`config.mk`:
```
export PLATFORM = sky130hd
export DESIGN_NAME = irc_format_code_parser_unit
export DESIGN_NICKNAME = d
export VERILOG_FILES = /design/src/sv/ircfcp_pkg.sv /design/src/sv/irc_format_code_parser_unit.sv /design/src/sv/ircfcp_in_reg.sv /design/src/sv/ircfcp_parse.sv
export SDC_FILE = /design/constraint.sdc
export NUM_CORES = 1
export LEC_CHECK = 0
export ABC_AREA = 1
export BUFFER_PORTS_ARGS = -buffer_cell sky130_fd_sc_hd__buf_2
export CAP_MARGIN = 25
export CORE_MARGIN = 4
export CORE_UTILIZATION = 59
export DETAILED_ROUTE_END_ITERATION = 7
export GPL_TIMING_DRIVEN = 0
export HOLD_SLACK_MARGIN = 0.08
export PLACE_DENSITY = 0.8
export SLEW_MARGIN = 20
export SYNTH_ARGS = -nofsm -noshare
export SYNTH_HDL_FRONTEND = slang
export SYNTH_SLANG_ARGS = --single-unit
export TNS_END_PERCENT = 20
```
`constraint.sdc`:
```
create_clock -name clk -period 3.2 [get_ports clk]
set_clock_uncertainty 0.05 [all_clocks]
set_input_delay 0.64 -clock clk [delete_from_list [all_inputs] [get_ports clk]]
set_output_delay 0.64 -clock clk [all_outputs]
set_load 0.005 [all_outputs]
```
`src/sv/ircfcp_pkg.sv`:
```
// ----------------------------------------------------------------------------
// ircfcp_pkg
// Shared types and constants for the colour and formatting code parser.
// ----------------------------------------------------------------------------
`default_nettype none

package ircfcp_pkg;

  // Control and syntax bytes
  localparam logic [7:0] CH_RESET  = 8'h0F;
  localparam logic [7:0] CH_BOLD   = 8'h02;
  localparam logic [7:0] CH_UNDER  = 8'h1F;
  localparam logic [7:0] CH_COLOUR = 8'h03;
  localparam logic [7:0] CH_COMMA  = 8'h2C;
  localparam logic [7:0] CH_ZERO   = 8'h30;
  localparam logic [7:0] CH_NINE   = 8'h39;

  // Colour widths and defaults
  localparam int unsigned COL_VAL_W      = 7;  // holds up to 99
  localparam int unsigned COL_OUT_W      = 4;
  localparam int unsigned NUM_COLORS_DEF = 16;
  localparam logic [COL_OUT_W-1:0] BG_DEFAULT = 4'd1;

  // Input stage contents
  typedef struct packed {
    logic       valid;
    logic [7:0] ch;
    logic       line_start;
  } in_item_t;

  // One result item, with a flag saying whether the byte produces one
  typedef struct packed {
    logic                 emit;
    logic [7:0]           ch;
    logic [COL_OUT_W-1:0] fg;
    logic [COL_OUT_W-1:0] bg;
    logic                 bold;
    logic                 underline;
  } result_t;

  // Parser attribute state
  typedef struct packed {
    logic                 bold;
    logic                 underline;
    logic                 fg_mode;
    logic                 bg_mode;
    logic [1:0]           digit_count;
    logic [COL_VAL_W-1:0] fg_value;
    logic [COL_VAL_W-1:0] bg_value;
    logic                 bg_given;
  } attr_state_t;

endpackage

`default_nettype wire

```
`src/sv/irc_format_code_parser_unit.sv`:
```
// ----------------------------------------------------------------------------
// irc_format_code_parser_unit
// Colour and formatting code parser for chat text, one byte per cycle unless stalled.
// ----------------------------------------------------------------------------
// Input channel (in_valid / in_stall): one text byte with a line-start flag.
// Control bytes (reset, bold, underline, colour and its digits and comma)
// update the attributes and give no result; every other byte gives one
// result item on the output channel (out_valid / out_stall) carrying the
// byte with its foreground, background, bold and underline attributes.
// A byte accepted into the input register is decoded into the result register
// when it moves on, and out_valid then goes high if it gives a result.
// Throughput: one byte per cycle unless the receiver stalls; the attribute
// update is a single short decode between the input and result registers.
// Reset (rst_n low, synchronous) empties both registers and clears all
// attributes; a byte flagged as the start of a line also clears them.
// When the receiver stalls, the result register holds its item; bytes that
// give no result still move through, and a byte that gives a result waits
// in the input register, raising in_stall, until the result is taken.
// ----------------------------------------------------------------------------
`default_nettype none

module irc_format_code_parser_unit #(
  parameter int unsigned NUM_COLORS = ircfcp_pkg::NUM_COLORS_DEF
) (
  input  wire logic       clk,
  input  wire logic       rst_n,
  input  wire logic       in_valid,
  output logic            in_stall,
  input  wire logic [7:0] in_char_in,
  input  wire logic       in_line_start,
  output logic            out_valid,
  input  wire logic       out_stall,
  output logic [7:0]      out_char_out,
  output logic [3:0]      out_fg_color,
  output logic [3:0]      out_bg_color,
  output logic            out_bold_on,
  output logic            out_underline_on
);

  ircfcp_pkg::in_item_t item;
  ircfcp_pkg::result_t  res;
  logic advance;
  logic out_load;
  logic out_valid_r, out_valid_nxt;
  logic [7:0] char_r;
  logic [3:0] fg_r, bg_r;
  logic       bold_r, underline_r;

  // Held byte moves on unless it needs the result slot and that is blocked
  assign advance  = item.valid & (~res.emit | ~out_valid_r | ~out_stall);
  assign out_load = advance & res.emit;

  ircfcp_in_reg u_in_reg (
    .clk           (clk),
    .rst_n         (rst_n),
    .in_valid      (in_valid),
    .in_char_in    (in_char_in),
    .in_line_start (in_line_start),
    .advance       (advance),
    .in_stall      (in_stall),
    .item          (item)
  );

  ircfcp_parse #(
    .NUM_COLORS (NUM_COLORS)
  ) u_parse (
    .clk     (clk),
    .rst_n   (rst_n),
    .item    (item),
    .advance (advance),
    .res     (res)
  );

  // Result register valid
  always_comb begin
    out_valid_nxt = out_valid_r & out_stall;
    if (out_load) begin
      out_valid_nxt = 1'b1;
    end
  end

  always_ff @(posedge clk) begin
    if (!rst_n) begin
      out_valid_r <= 1'b0;
    end else begin
      out_valid_r <= out_valid_nxt;
    end
  end

  // Result payload
  always_ff @(posedge clk) begin
    if (out_load) begin
      char_r      <= res.ch;
      fg_r        <= res.fg;
      bg_r        <= res.bg;
      bold_r      <= res.bold;
      underline_r <= res.underline;
    end
  end

  assign out_valid        = out_valid_r;
  assign out_char_out     = char_r;
  assign out_fg_color     = fg_r;
  assign out_bg_color     = bg_r;
  assign out_bold_on      = bold_r;
  assign out_underline_on = underline_r;

endmodule

`default_nettype wire

```
`src/sv/ircfcp_in_reg.sv`:
```
// ----------------------------------------------------------------------------
// ircfcp_in_reg
// Input register: captures one item from the input channel and holds it
// until the parser stage moves it on.
// ----------------------------------------------------------------------------
`default_nettype none

module ircfcp_in_reg (
  input  wire logic                clk,
  input  wire logic                rst_n,
  input  wire logic                in_valid,
  input  wire logic [7:0]          in_char_in,
  input  wire logic                in_line_start,
  input  wire logic                advance,
  output logic                     in_stall,
  output ircfcp_pkg::in_item_t     item
);

  logic       valid_r, valid_nxt;
  logic [7:0] ch_r;
  logic       line_start_r;
  logic       load;

  // Held item blocks the channel until it is moved on
  assign in_stall = valid_r & ~advance;
  assign load     = in_valid & ~in_stall;

  always_comb begin
    valid_nxt = valid_r;
    if (!in_stall) begin
      valid_nxt = in_valid;
    end
  end

  always_ff @(posedge clk) begin
    if (!rst_n) begin
      valid_r <= 1'b0;
    end else begin
      valid_r <= valid_nxt;
    end
  end

  // Payload, no reset needed
  always_ff @(posedge clk) begin
    if (load) begin
      ch_r         <= in_char_in;
      line_start_r <= in_line_start;
    end
  end

  assign item.valid      = valid_r;
  assign item.ch         = ch_r;
  assign item.line_start = line_start_r;

endmodule

`default_nettype wire

```
`src/sv/ircfcp_parse.sv`:
```
// ----------------------------------------------------------------------------
// ircfcp_parse
// Attribute state and byte decode: updates bold, underline and colour
// state for the held byte and forms its result.
// ----------------------------------------------------------------------------
`default_nettype none

module ircfcp_parse #(
  parameter int unsigned NUM_COLORS = ircfcp_pkg::NUM_COLORS_DEF
) (
  input  wire logic                 clk,
  input  wire logic                 rst_n,
  input  wire ircfcp_pkg::in_item_t item,
  input  wire logic                 advance,
  output ircfcp_pkg::result_t       res
);

  localparam logic [ircfcp_pkg::COL_VAL_W-1:0] NUM_COL_V =
    ircfcp_pkg::COL_VAL_W'(NUM_COLORS);

  ircfcp_pkg::attr_state_t st_r, st_nxt, cur;
  logic       is_digit;
  logic [3:0] digit;
  logic       emit;
  logic [ircfcp_pkg::COL_VAL_W+3:0] fg_acc, bg_acc;
  logic [ircfcp_pkg::COL_VAL_W-1:0] bg_raw;

  assign is_digit = (item.ch >= ircfcp_pkg::CH_ZERO) && (item.ch <= ircfcp_pkg::CH_NINE);
  assign digit    = 4'(item.ch - ircfcp_pkg::CH_ZERO);

  // value * 10 + digit, kept to colour width
  assign fg_acc = {1'b0, cur.fg_value, 3'b000} + {3'b000, cur.fg_value, 1'b0} + 11'(digit);
  assign bg_acc = {1'b0, cur.bg_value, 3'b000} + {3'b000, cur.bg_value, 1'b0} + 11'(digit);

  // Decode and next state
  always_comb begin
    cur    = item.line_start ? '0 : st_r;
    st_nxt = cur;
    emit   = 1'b0;
    if (item.ch == ircfcp_pkg::CH_RESET) begin
      st_nxt = '0;
    end else if (item.ch == ircfcp_pkg::CH_BOLD) begin
      st_nxt.bold = ~cur.bold;
    end else if (item.ch == ircfcp_pkg::CH_UNDER) begin
      st_nxt.underline = ~cur.underline;
    end else if (item.ch == ircfcp_pkg::CH_COLOUR) begin
      st_nxt.fg_mode     = 1'b1;
      st_nxt.digit_count = 2'd0;
      st_nxt.fg_value    = '0;
      st_nxt.bg_value    = '0;
      st_nxt.bg_given    = 1'b0;
    end else if (cur.fg_mode && is_digit && cur.digit_count < 2'd2) begin
      st_nxt.digit_count = cur.digit_count + 2'd1;
      st_nxt.fg_value    = fg_acc[ircfcp_pkg::COL_VAL_W-1:0];
    end else if (cur.fg_mode && item.ch == ircfcp_pkg::CH_COMMA) begin
      st_nxt.digit_count = 2'd0;
      st_nxt.bg_mode     = 1'b1;
      st_nxt.fg_mode     = 1'b0;
    end else if (cur.bg_mode && is_digit && cur.digit_count < 2'd2) begin
      st_nxt.digit_count = cur.digit_count + 2'd1;
      st_nxt.bg_value    = bg_acc[ircfcp_pkg::COL_VAL_W-1:0];
      st_nxt.bg_given    = 1'b1;
    end else begin
      // ordinary byte closes any colour code and is passed through
      st_nxt.digit_count = 2'd0;
      st_nxt.fg_mode     = 1'b0;
      st_nxt.bg_mode     = 1'b0;
      emit               = 1'b1;
    end
  end

  // Result fields from the state seen by this byte
  assign bg_raw = cur.bg_given ? cur.bg_value
                               : ircfcp_pkg::COL_VAL_W'(ircfcp_pkg::BG_DEFAULT);
  assign res.emit = emit;
  assign res.ch   = item.ch;
  assign res.fg = (cur.fg_value >= NUM_COL_V) ? '0
                                              : cur.fg_value[ircfcp_pkg::COL_OUT_W-1:0];
  assign res.bg = (bg_raw >= NUM_COL_V) ? '0 : bg_raw[ircfcp_pkg::COL_OUT_W-1:0];
  assign res.bold      = cur.bold;
  assign res.underline = cur.underline;

  // State register
  always_ff @(posedge clk) begin
    if (!rst_n) begin
      st_r <= '0;
    end else if (advance) begin
      st_r <= st_nxt;
    end
  end

endmodule

`default_nettype wire
```
## Word level (Yosys, flattened, before mapping)

Index checks and enable logic that the tools add are counted.

- Register bits after elaboration: 50
- Input port bits: 13
- Output and inout bits: 20
- Logic and storage cells: 80

- $add $sub $neg: 6
- $lt $le $gt $ge: 5
- Equality and inequality tests: 5
- Muxes and demuxes: 27
- Bitwise operators: 14
- Reduce and logical (&&, ||, !) cells: 6

Operator list:

| cell | number |
|---|---|
| $mux 21 | 2 |
| $mux 8 | 3 |
| $mux 20 | 1 |
| $mux 19 | 1 |
| $mux 17 | 1 |
| $eq 8x2->1 const B | 2 |
| $add 7x4->7 | 2 |
| $add 7x7->7 | 2 |
| $ge 7x5->1 const B | 2 |
| $mux 7 | 2 |
| $mux 1 | 12 |
| $eq 8x4->1 const B | 1 |
| $eq 8x5->1 const B | 1 |
| $eq 8x6->1 const B | 1 |
| $ge 8x6->1 const B | 1 |
| $le 8x6->1 const B | 1 |
| $mux 2 | 4 |
| $not 1->1 | 7 |
| $logic_and 1x1->1 | 6 |
| $and 1x1->1 | 5 |
| $mux 4 | 1 |
| $sub 4x1->4 const B | 1 |
| $add 2x1->2 const B | 1 |
| $lt 2x2->1 const B | 1 |
| $or 1x1->1 | 2 |

## Longest topological paths before layout

Gate-level depths: netlist of run 1.

- Depth in word-level cells: 19
- Depth in mapped cells: 20
- Mapped depth without buffers: 18

## Modules after synthesis

A second synthesis of run 1 with hierarchy kept.

- Cell total of the unflattened synthesis: 367
- Area, all modules: 2955.3 µm²

By module, submodules not included:

| module | times used | cells an instance | area an instance (µm²) | seq. area each (µm²) |
|---|---|---|---|---|
| ircfcp_parse | 1 | 319 | 2018.2 | 420.4 |
| irc_format_code_parser_unit | 1 | 29 | 601.8 | 560.5 |
| ircfcp_in_reg | 1 | 19 | 335.3 | 290.3 |

## Worst setup path before layout of run 1

OpenSTA, ideal clock, no wires.

- Path kind: register to register
- Start point: register u_in_reg.line_start_r
- End point: register bg_r[0], in the netlist out_bg_color[0], enable pin
- Setup time: 0.393 ns
- Arrival time: 2.167 ns
- Required time: 2.757 ns
- Path slack: 0.591 ns
- Cell stages (with the launch flop): 12
- Path buffers: 2
- Period minus slack after synthesis: 2.609 ns
- Cell sequence: edfxtp_1 > buf_6 > inv_4 > nand2_2 > nor2_2 > nand3_1 > nand2_1 > inv_2 > nand3_4 > nand2_4 > buf_6 > nor2_1

- Word-level cells in the longest chain between the ends: 15
- Elaborated cells on any way between the ends: 19
- Classes of those cells: order compare (1); mux (8); bitwise (5); reduce/logical (5)

RTL lines:

| item | RTL line | RTL |
|---|---|---|
| from (decl) | ircfcp_in_reg.sv:21 | `logic line_start_r;` |
| from (signal assigned) | ircfcp_in_reg.sv:47 | `line_start_r <= in_line_start;` |
| $mux 21 * | ircfcp_parse.sv:37 | `cur = item.line_start ? '0 : st_r;` |
| $lt 2x2->1 or $logic_and 1x1->1 (tied branches) | ircfcp_parse.sv:52, ircfcp_parse.sv:59 |  |
| $logic_and 1x1->1 | ircfcp_parse.sv:59 | `end else if (cur.bg_mode && is_digit && cur.digit_count < 2'd2) begin` |
| $mux 1 | ircfcp_parse.sv:59 |  |
| $mux 1 | ircfcp_parse.sv:55 | `end else if (cur.fg_mode && item.ch == ircfcp_pkg::CH_COMMA) begin` |
| $mux 1 * | ircfcp_parse.sv:52 | `end else if (cur.fg_mode && is_digit && cur.digit_count < 2'd2) begin` |
| $mux 1 * | ircfcp_parse.sv:46 | `end else if (item.ch == ircfcp_pkg::CH_COLOUR) begin` |
| $mux 1 * | ircfcp_parse.sv:44 | `end else if (item.ch == ircfcp_pkg::CH_UNDER) begin` |
| $mux 1 * | ircfcp_parse.sv:42 | `end else if (item.ch == ircfcp_pkg::CH_BOLD) begin` |
| $mux 1 * | ircfcp_parse.sv:40 | `if (item.ch == ircfcp_pkg::CH_RESET) begin` |
| $not 1->1 | irc_format_code_parser_unit.sv:50 | `assign advance = item.valid & (~res.emit \| ~out_valid_r \| ~out_stall);` |
| $or 1x1->1 (2 in a row) | irc_format_code_parser_unit.sv:50 |  |
| $and 1x1->1 | irc_format_code_parser_unit.sv:50 |  |
| $and 1x1->1 * | irc_format_code_parser_unit.sv:51 | `assign out_load = advance & res.emit;` |
| named net out_load | irc_format_code_parser_unit.sv:43 | `logic out_load;` |
| to (signal assigned) | irc_format_code_parser_unit.sv:95 | `bg_r <= res.bg;` |
| to (decl) | irc_format_code_parser_unit.sv:46 | `logic [3:0] fg_r, bg_r;` |

The timed path passes the listed nets; every way through them passes the cells marked *.
A chain may end at the register's enable or synchronous reset.

==> results of run 1 <==
-- final cells by class --
class	count	area (sq um)
Fill cell	441	1640
Multi-Input combinational cell	271	1500
Sequential cell	50	1270
Inverter	67	256
Timing Repair Buffer	32	160
Tap cell	70	87.6
Clock buffer	5	68.8
Buffer	9	53.8
Clock inverter	3	43.8
-- worst max-delay path, stage by stage, from the launching register on --
cell      delay, ps
edfxtp_1        360
buf_6           140
inv_4            50
buf_2           190
nand2_1         100
inv_1            90
fa_1            540
inv_1            70
fa_1            450
xor2_1          170
o21ai_0         160
o21ai_0         120
nor2_1          110
nand2_1          60
a21oi_1         110
-- cell usage in the layout, fill, tap and decap left out, types with 2 or more instances in the layout --
cell | netlist | final
a21oi_1 | 23 | 23
buf_2 | 1 | 33
buf_6 | 2 | 2
clkbuf_1 | 5 | 5
clkbuf_8 | 0 | 5
dfxtp_1 | 23 | 23
edfxtp_1 | 27 | 27
fa_1 | 4 | 4
ha_1 | 16 | 16
inv_1 | 59 | 59
inv_2 | 6 | 6
inv_4 | 2 | 2
nand2_1 | 87 | 87
nand2_2 | 4 | 4
nand2_4 | 4 | 4
nand3_1 | 20 | 20
nand3_2 | 2 | 2
nand3_4 | 2 | 2
nand3b_1 | 2 | 2
nand4_1 | 15 | 15
nor2_1 | 62 | 61
nor2_2 | 5 | 6
nor3_1 | 4 | 4
o211ai_1 | 2 | 2
o21ai_0 | 7 | 7
o21ai_1 | 3 | 3
xor2_1 | 6 | 6
-- sequential cells by signal (all words and copies together) (netlist names) --
signal and count:
out_bg_color 4, out_bold_on 1, out_char_out 8, out_fg_color 4, out_underline_on 1, out_valid 1, u_in_reg.ch_r 8, u_in_reg.line_start_r 1
u_in_reg.valid_r 1, u_parse.st_r 21
-- final timing paths --
path | startpoint | endpoint | slack [ps]
worst max register to register | u_in_reg.line_start_r | u_parse.st_r[12] | 360
worst min-delay path | u_parse.st_r[20] | u_parse.st_r[20] | 420
worst max-delay path | u_in_reg.line_start_r | u_parse.st_r[12] | 360
worst min register to register | u_parse.st_r[20] | u_parse.st_r[20] | 420
-- per-layer routing --
layer | share of wire (%) | global-route usage, % | routed length (um) | up-vias
li1 | - | - | - | 1347
met1 | 44 | 29.4 | 3000 | 1202
met2 | 47 | 40.5 | 3180 | 112
met3 | 7.4 | 4.04 | 501 | 13
met4 | 1.8 | 8.95 | 123 | 0
met5 | 0 | 0 | 0 | -
-- cells by family after synthesis --
group                    after synthesis  share of synthesized area, %
AO/OA/AOI/OAI                         36                          6.06
XOR/XNOR                               7                          1.99
adder cells (fa/ha/maj)               20                          9.12
AND/OR/NAND/NOR                      208                          31.4
buffers and inverters                 76                          10.1
flip-flops                            50                          41.4
-- power breakdown --
part	internal [uW]	leakage, uW	switching, uW	total (uW)
Sequential	698	0.000439	13.4	711
Clock	234	0.0000547	224	458
Combinational	35.1	0.00113	70.1	105
Total	967	0.00162	307	1270
-- through the flow --
stage	instances	utilization, %	instance area, sq um	worst slack (ps)	hold slack (ps)
floorplan	397	-	3070	591	393
global placement	499	65.5	3320	35.3	399
detailed placement	499	65.5	3320	387	405
CTS	507	67.7	3440	370	419
global route	507	67.7	3440	80.6	440
finish	507	67.7	3440	360	418
==> impl_results.md, run 1 <==
- Outcome: finished clean
- Pwr Total: 1270 uW
- Core Area: 0.00507 sq mm
- Register area share after synthesis: 41.4%
- Total grt overflow: 0
- Gr usage total: 23.6%
- EDFF count, synth: 27
- Worst Reg2Reg Path Length in Cells: 14
- Final setup fails: 0
- H-tree depth: 2
- Worst-margin pin slew: 926 ps
- Gate Count Post-Synth: 397
- Synth Flop Type: edfxtp_1
- Die width: 80.2 um
- I/O Buffers: 32
- TNS Setup: 0 ps
- Vias: 2674
- Top cells by area, synth: edfxtp_1 (26%), dfxtp_1 (15%), nand2_1 (11%), nor2_1 (7.6%), inv_1 (7.2%)
- Area delta synth->final: 11.8%
- Clock sink count: 50
- Starting density of the core: 60.6%
- Critical path arrival: 3030 ps
- Initial antenna violation count: 0
- Relative slew slack: 38.2%
- Leakage: 0.00162 uW
- Antenna Nets Post-Route: 0
- Worst setup EP type: flop
- Largest net degree at the start of global routing: 19
- Max Cap Viol: 0
- CTS max path bufs: 2
- Final period utilization: 88.7%
- Final wirelength: 6810 um
- Die area: 0.00643 sq mm
- Syn_nets: 430
- CP max FO: 10
- Die Height: 80.2 um
- First-pass GRT wire length: 11700 um
- Most common cell in the netlist: nand2_1
- Initial drt markers: 212
- Data required time of the critical path: 3390 ps
- CTS resizes: 0
- CTS tree: built
- Synth area leader: edfxtp_1
- Flops & latches, synth: 50
- Nets: 469
- Fin. max-slew vios: 0
- Top-area cell type share of the netlist area: 26.4%
- Startpoint Class: flop
- Max Clk Rate: 352 MHz
- Mapped cell area: 0.00307 sq mm
- Clock period minus worst slack: 2840 ps
- Unrepaired setup endpoints after global routing: false
- Placement Rows: 26
- Min-delay worst type: reg2reg
- Hold_buf cts: 0
- Power Dens Cells: 371 mW/mm^2
- Clock transition at path regs: 90 ps
- DRC violations left: 0
- Peak supply drop: 0.000233 V
- Io pins: 33
- Yosys cell types: 30
- Detailed-route wire length per cell: 13.4 um
- TritonCTS Buffers: 5
- Root Buffer: clkbuf_8
- Layout cells sized above 1: 16.2%
- Detail Placement HPWL: 5140 um
- Hold path cells: 2
- Vias per cell: 5.27
- Drt pass-1 iters: 5
- Post-Synthesis Mean Instance Area: 7.74 sq um
- Final Hold Viols: 0
- Postcts setup bufs: 0
- Number of global-route vias before repair: 2608
- GP Congestion: 0.926
- Top post-synthesis cells by count: nand2_1 (87), nor2_1 (62), inv_1 (59)
- Post-synth ARST share: 0%
- WS Path Type: reg2reg
- Worst-Skew Late Latency: 310 ps
- Ant. Diodes: 0
- YS warnings: 0
No activity file was read; power rests on OpenSTA's default activity.
==> run 2, diff against run 1 <==
--- a/config.mk
+++ b/config.mk
@@ -9,11 +9,11 @@
 export BUFFER_PORTS_ARGS = -buffer_cell sky130_fd_sc_hd__buf_2
 export CAP_MARGIN = 25
 export CORE_MARGIN = 4
-export CORE_UTILIZATION = 59
+export CORE_UTILIZATION = 40
 export DETAILED_ROUTE_END_ITERATION = 7
 export GPL_TIMING_DRIVEN = 0
 export HOLD_SLACK_MARGIN = 0.08
-export PLACE_DENSITY = 0.8
+export PLACE_DENSITY = 0.58
 export SLEW_MARGIN = 20
 export SYNTH_ARGS = -nofsm -noshare
 export SYNTH_HDL_FRONTEND = slang
==> constraint.sdc (replaced) <==
create_clock -name clk -period 3.2 [get_ports clk]
set_clock_uncertainty 0.05 [all_clocks]
set_input_delay 0.64 -clock clk [delete_from_list [all_inputs] [get_ports clk]]
set_output_delay 0.64 -clock clk [all_outputs]
set_load 0.1 [all_outputs]
==> impl_results.md, run 2 (synthesis results as in run 1) <==
- TNS Setup: 0 ps (unchanged)
- TritonCTS Buffers: 5 (unchanged)
- Max Cap Viol: 0 (unchanged)
- Starting density of the core: 41.7% (-19 points)
- Io pins: 33 (unchanged)
- Nets: 470 (+0.21%)
- Worst Reg2Reg Path Length in Cells: 17 (+3)
- Gr usage total: 17.4% (-6.2 points)
- CP startpoint: u_in_reg.line_start_r
- CP max FO: 10 (unchanged)
- R2r startpoint: u_in_reg.line_start_r
- Largest net degree at the start of global routing: 19 (unchanged)
- Number of global-route vias before repair: 2549 (-2.3%)
- Final period utilization: 91.6% (+2.9 points)
- Postcts setup bufs: 0 (unchanged)
- Unrepaired setup endpoints after global routing: false
- Power Dens Cells: 374 mW/mm^2 (+1.0%)
- Core Area: 0.00737 sq mm (+45%)
- Total grt overflow: 0 (unchanged)
- Critical path arrival: 3070 ps (+40 ps)
- Worst hold start: u_parse.st_r[10]
- Pint: 896 uW (-7.3%)
- Die width: 95.7 um (+19%)
- Initial drt markers: 223 (+5.2%)
- Leakage: 0.00163 uW (about the same)
- Metal1 wirelength: 3380 um (+12%)
- Area delta synth->final: 12.8%
- Layout cells sized above 1: 16.4% (+0.19 points)
- I/O Buffers: 32 (unchanged)
- Metal2 WL: 3550 um (+12%)
- Final wirelength: 7300 um (+7.2%)
- GP Congestion: 0.816 (-12%)
- Root Buffer: clkbuf_8
- Relative slew slack: 41.2% (+3.0 points)
- Post-DP Area: 0.00337 sq mm (+1.4%)
- Sw frac: 31.0% (+6.9 points)
- Biggest register: u_parse.st_r
- Worst reg2reg endpoint: u_parse.st_r[14]
- Fin. max-slew vios: 0 (unchanged)
- Final Hold Viols: 0 (unchanged)
- Hold path cells: 2 (unchanged)
- Worst-margin pin slew: 875 ps (-50.4 ps)
- CTS tree: built
- Antenna Nets Post-Route: 0 (unchanged)
- Cell area after layout: 0.00347 sq mm (+0.87%)
- Sequential power share: 54.7% (-1.1 points)
- Vias per cell: 4.85 (-8.0%)
- Peak supply drop: 0.000160 V (-31%)
- First-pass GRT wire length: 12100 um (+3.4%)
- WS Path Type: reg2reg
- Hold_ws: 418 ps (-0.436 ps)
- Die area: 0.00915 sq mm (+42%)
- Met3 wire len: 277 um (-45%)
- P_sw: 403 uW (+31%)
- Worst-Skew Late Latency: 310 ps (about the same)
- Worst Hold Path EP: u_parse.st_r[10]
- Logic pwr share: 14.3% (+6.0 points)
- R2r setup slk: 270 ps (-90 ps)
- Min-delay worst type: reg2reg
- Outcome: finished clean
- Clk pwr share: 31.0% (-4.9 points)
- CTS max path bufs: 2 (unchanged)
- Initial antenna violation count: 0 (unchanged)
- Hold_buf cts: 0 (unchanged)
- Die Height: 95.7 um (+19%)
- Clock sink count: 50 (unchanged)
- DRC violations left: 0 (unchanged)
- Final core occ: 47.0% (-21 points)
- Drt pass-1 iters: 4 (-1)
- Clock transition at path regs: 110 ps (+20 ps)
- Vias: 2605 (-2.6%)
- Detailed-route wire length per cell: 13.6 um (+1.3%)
- Detail Placement HPWL: 5590 um (+8.7%)
- Most common cell after layout, fill and taps aside: nand2_1
- H-tree depth: 2 (unchanged)
- Max Clk Rate: 341 MHz (-3.1%)
- Final setup fails: 0 (unchanged)
- CTS resizes: 0 (unchanged)
- Max reg flops: 21 (unchanged)
- Uppermost layer routed: met4
- Worst setup EP type: flop
- Filler cell count: 763 (+73%)
- Data required time of the critical path: 3340 ps (-50 ps)
- Layout Cells excl Fill: 537 (+5.9%)
- Ant. Diodes: 0 (unchanged)
- Placement Rows: 31 (+19%)
- Clock period minus worst slack: 2930 ps (+91.5 ps)
- Most frequent cells in the layout: nand2_1 (87), nor2_1 (61), inv_1 (59)
- Inst Count DP: 529 (+6.0%)
- Startpoint Class: flop
==> run 2: cell types whose count changed in the layout (fill, tap and decap cells not counted), sizes merged <==
| cell | change |
|---|---|
| buf | +1 |
| bufinv | -1 |
| clkinv | +1 |
| clkinvlp | -1 |
| inv | +1 |
==> run 2: metal layers <==
metal	global-route usage (%)	up-vias
li1	-	1354
met1	22.5	1185
met2	30.4	57
met3	2.37	9
met4	4.27	0
met5	0	-
==> run 2: area by class of cell <==
| class | count | area [sq um] | area share [%] |
|---|---|---|---|
| Multi-Input combinational cell | 271 | 1500 | 43.1 |
| Tap cell | 99 | 124 | 3.57 |
| Sequential cell | 50 | 1270 | 36.7 |
| Inverter | 67 | 256 | 7.40 |
| Buffer | 9 | 53.8 | 1.55 |
| Timing Repair Buffer | 33 | 171 | 4.94 |
| Clock buffer | 5 | 68.8 | 1.98 |
| Clock inverter | 3 | 26.3 | 0.758 |
==> run 2: metrics by stage <==
stage	worst slack, ps	power, uW
floorplan	427	866
global placement	-203	909
detailed placement	349	912
CTS	326	1310
global route	38.9	1350
finish	269	1300
==> run 2: power by group through the flow <==
stage | Sequential (uW) | Combinational, uW | Clock (uW)
after floorplan | 801 | 66.0 | 0
after global placement | 726 | 184 | 0
after detailed placement | 726 | 186 | 0
after CTS | 711 | 186 | 409
after global routing | 713 | 200 | 436
final | 710 | 186 | 403
==> run 2: critical path, stage by stage (launching register included) <==
cell and delay (ps):
edfxtp_1 360, buf_6 140, clkbuf_1 430, nor2_1 160, ha_1 310, ha_1 160, inv_1 50, fa_1 390
inv_1 70, nand2_1 50, nand3_1 90, nand3_1 90, nand3_1 160, nand2_1 70, nand2_1 60, nor2_1 40
nor2_1 90, nor2_1 40
==> run 2: worst max path at each step <==
stage,end,slack [ps],cells after the start
finish,u_parse.st_r[14],270,17
global route,u_parse.st_r[14],40,17
CTS,in_stall,330,8
detailed placement,u_parse.st_r[14],350,17
global placement,out_bg_color[3],-200,9
floorplan,in_stall,430,4
